## config.mk

```make
export PLATFORM = sky130hd
export DESIGN_NAME = ferr_ram
export DESIGN_NICKNAME = d
export VERILOG_FILES = /design/src/hw/rtl/ferr_ram.sv
export SDC_FILE = /design/constraint.sdc
export NUM_CORES = 1
export LEC_CHECK = 0
export ABC_CLOCK_PERIOD_IN_PS = 1750
export BUFFER_PORTS_ARGS = -buffer_cell sky130_fd_sc_hd__buf_2
export CORE_MARGIN = 2
export CORE_UTILIZATION = 45
export DETAILED_ROUTE_END_ITERATION = 12
export PLACE_DENSITY_LB_ADDON = 0.25
export SYNTH_ARGS = -nofsm -noshare
export SYNTH_HDL_FRONTEND = slang
export SYNTH_SLANG_ARGS = --single-unit
export TNS_END_PERCENT = 50
```

## constraint.sdc

```tcl
create_clock -name i_clk -period 1.75 [get_ports i_clk]
set_clock_uncertainty 0.15 [all_clocks]
set_input_delay 0.0875 -clock i_clk [delete_from_list [all_inputs] [get_ports i_clk]]
set_output_delay 0.0875 -clock i_clk [all_outputs]
set_load 0.005 [all_outputs]
```

## src/hw/rtl/ferr_ram.sv

```systemverilog
`default_nettype none

module ferr_ram #(
    parameter int WIDTH = 8,
    parameter int DEPTH = 16
) (
    input  wire logic                     i_clk,
    input  wire logic                     i_wr_en,
    input  wire logic [$clog2(DEPTH)-1:0] i_wr_addr,
    input  wire logic [WIDTH-1:0]         i_wr_data,
    input  wire logic                     i_rd_en,
    input  wire logic [$clog2(DEPTH)-1:0] i_rd_addr,
    output logic      [WIDTH-1:0]         o_rd_data
);

    logic [WIDTH-1:0] r_mem [DEPTH];
    logic [WIDTH-1:0] r_rd_data;

    always_ff @(posedge i_clk) begin
        if (i_wr_en) begin
            r_mem[i_wr_addr] <= i_wr_data;
        end
        if (i_rd_en) begin
            r_rd_data <= r_mem[i_rd_addr];
        end
    end

    assign o_rd_data = r_rd_data;

endmodule

`default_nettype wire

```

==> metrics list <==
- In this run the number of H-tree levels came out at 4.
- Initial cell density of the core: 0.460
- Mapped Avg Cell Area: 22.8 µm²
* First-pass GRT wire length: 15800 µm
- Setup Total Neg Slack: 0 ps
- Routability-driven placement finished with a final weighted congestion of 0.701.
* Internal power of the cells: 6210 µW
- Yosys top cell area share: 0.781
- For this run, global-route usage on met2 was measured as 0.287.
- Utilization after layout: 0.564
- The die covers 0.0125 mm².
- The total count of hold-check failures in the final report came to 0.
- Lkg Pwr: 0.00221 µW
* Dominant cells by area after synthesis: edfxtp_1 78%, mux4_2 7.8%, mux4_1 7.0%, a22oi_1 2.3%, nor2_1 0.93%
- Layer with the highest usage: met2
- Compared with the post-synthesis result, the final layout area differs by 22.8%.
- GR Util All Layers: 0.178
- After the last flow step, the layout net total stands at 321.
* Final critical-path required period: 1660 ps
- Buffers inserted during post-CTS setup optimization: 0
- # Max-Cap Violations: 0
* Antenna violations before repair: 0
* Sw Ratio: 0.192
- Antenna violation net count after detailed routing: 0
* Worst path required time: 1740 ps
- Buffers from clock root to sink, at most: 2
* Biggest area consumer among synthesized cells: edfxtp_1
- Most used flip-flop cell after synthesis: edfxtp_1
- Syn Std Cell Area: 0.00523 mm²
- Buffers inserted during clock tree synthesis total 17.
- STA puts the critical path data arrival time at 1650 ps.
- Most numerous cell types in the synthesized netlist: 136 x edfxtp_1, 18 x mux4_2, 16 x a22oi_1, 14 x mux4_1, 13 x nor2_1
* Critical path start-end classification: flop to flop
- The floorplan step set the die width to 112 µm.
- Setup repair after global routing missed its margin: no
- Die extent in y: 112 µm
- The path class of the tightest hold or removal check is input pin to flop.
- Number of iterations in the first detailed-routing pass: 4
- Share of the clock period used by the worst path after layout: 0.947
- Headroom to the max-slew limit came out at 0.702.
- Drt via density: 5.44
- The synthesized design contains 136 enable-type register cells.
* Slew at the pin closest to its max-slew limit: 447 ps
* Root buffer cell: clkbuf_16
* Synth async-reset ratio: 0
* Total vias in the final route: 2491
- Final count of negative-setup-slack endpoints: 0
* Cells along the critical path: mux4_1 > a22oi_1 > nand2_1
* Later-pin clock latency in the skew report: 410 ps
- Wires add up to 10200 µm.
* Share of synthesized area occupied by flip-flops and latches: 0.781
* Ys Warns: 0
* CP endpoint kind: flop
- The number of slew-limit violations in the final report was 0.
- For this design the top-level I/O count stands at 27.
- Sequential Power Share: 0.481
- When the netlist entered floorplanning its net count stood at 248.
* Combinational share of power: 0.049
- For this run, design rule violations remaining after detail routing come to 0.
- Synthesized instance count: 229
- Before CTS, the worst setup slack after placement is -112 ps.
* Crit-path slowest cell: mux4_1
* Met1 global-route usage: 0.236
- DR WL/cell: 22.2 µm
- Most used standard cell by instance count after synthesis: edfxtp_1
- Clock transition at the registers of the reported paths: 60 ps
* Maximum vdd ir drop: 0.701 mV
* Floorplan row count: 39
- Fin worst setup slack: 93.5 ps
- The analysis attributes to net switching a power of 1470 µW.
- Count of distinct cell types in the synthesized netlist: 18
* Layout cells sized above 1: 0.330
* TritonCTS clock tree: built
- Portion of total power attributed to the clock network: 0.471
* Ratio of total power to cell area: 1200 mW/mm²
- Met3 capacity usage during global routing: 0.0446
- Highest Clock Rate: 0.604 GHz
- Critical path fanouts, max: 1
- Buffers added on ports: 26
- Number of violations reported at the end of detailed-routing iteration 0: 232
- Area of the core region: 0.0114 mm²
- Half-perimeter wire length after placement: 6360 µm
- In this design, the stage delay of the slowest critical-path cell is 550 ps.
* Total congestion overflow after global routing: 0
* Number of synthesized register bits: 136
- CTS saw 136 sinks.
- Critical path launch point type: flop
* Run status: finished, final reports clean
- Vias in the first global route: 2654
- Entering global routing, the biggest net connects 18 pins.
- Antenna diodes: 0
registers in the layout, indices dropped and copies added, names as in the netlist:
signal,count
r_mem,128
o_rd_data,8
cell families after synthesis:
group | after synthesis | share of synthesized area
AND/OR/NAND/NOR | 35 | 0.0314
AO/OA/AOI/OAI | 16 | 0.0230
multiplexers | 32 | 0.148
flip-flops | 136 | 0.781
buffers and inverters | 10 | 0.0165
area by class of cell:
type	instances	area, µm²
tap	143	179
multi-input combinational	83	1060
clock inverter	15	184
fill	835	4950
clock buffer	17	425
timing repair buffer	64	488
sequential	136	4080
power by group through the flow:
stage	registers, µW	clock network (µW)	logic [µW]
6_report	3690	3610	373
5_1_grt	3700	3820	403
4_1_cts	3690	3660	380
3_5_place_dp	3760	0	362
3_3_place_gp	3750	0	355
2_1_floorplan	3750	0	185
routing by layer:
metal	vias to the layer above	part of all wire
met2	76	0.50
met1	1271	0.43
met3	16	0.050
met5	-	0
met4	0	0.016
li1	1128	-
critical path: cells and delay by family (launching register included):
family / cells / cell delay, ps
AO/OA/AOI/OAI: 1 / 220
multiplexers: 1 / 550
flip-flops: 1 / 380
AND/OR/NAND/NOR: 1 / 100
final timing paths:
kind	from	end	cells after the start	slack, ps
setup / recovery	r_mem[9][4]$_DFFE_PP_	o_rd_data[4]$_DFFE_PP_	3	90
hold / removal	i_wr_addr[0]	r_mem[8][4]$_DFFE_PP_	3	80
setup reg to reg	r_mem[9][4]$_DFFE_PP_	o_rd_data[4]$_DFFE_PP_	3	90
hold reg to reg	r_mem[6][7]$_DFFE_PP_	o_rd_data[7]$_DFFE_PP_	3	590
stage by stage:
stage	power, µW	hold WS, ps	area, µm²	instances
2_1_floorplan	3940	36.4	5230	229
3_3_place_gp	4110	324	5720	417
3_5_place_dp	4120	332	5720	417
4_1_cts	7730	71.4	6420	458
5_1_grt	7920	94.3	6420	458
6_report	7680	81.5	6420	458
repair_timing:
| action | CTS | global route |
|---|---|---|
| hold buffers | 9 | 0 |
| gates resized for setup | 0 | 0 |
| hold endpoints to repair | 136 | 0 |
layout by cell type (no fill, tap or decap):
cell type,count
edfxtp_1,136
buf_2,26
buf_4,25
mux4_2,18
clkbuf_16,17
a22oi_1,16
mux4_1,14
nor2_1,13
nand2_1,9
dlygate4sd3_1,9
clkinv_2,5
nor3_1,4
bufinv_16,4
buf_12,4
clkinvlp_4,3
nand3b_1,2
nand2b_1,2
clkinv_1,2
nor2b_1,1
and2_1,1
and2b_1,1
nand3_1,1
or3b_2,1
clkinv_4,1
No activity file was read; power rests on OpenSTA's default activity.
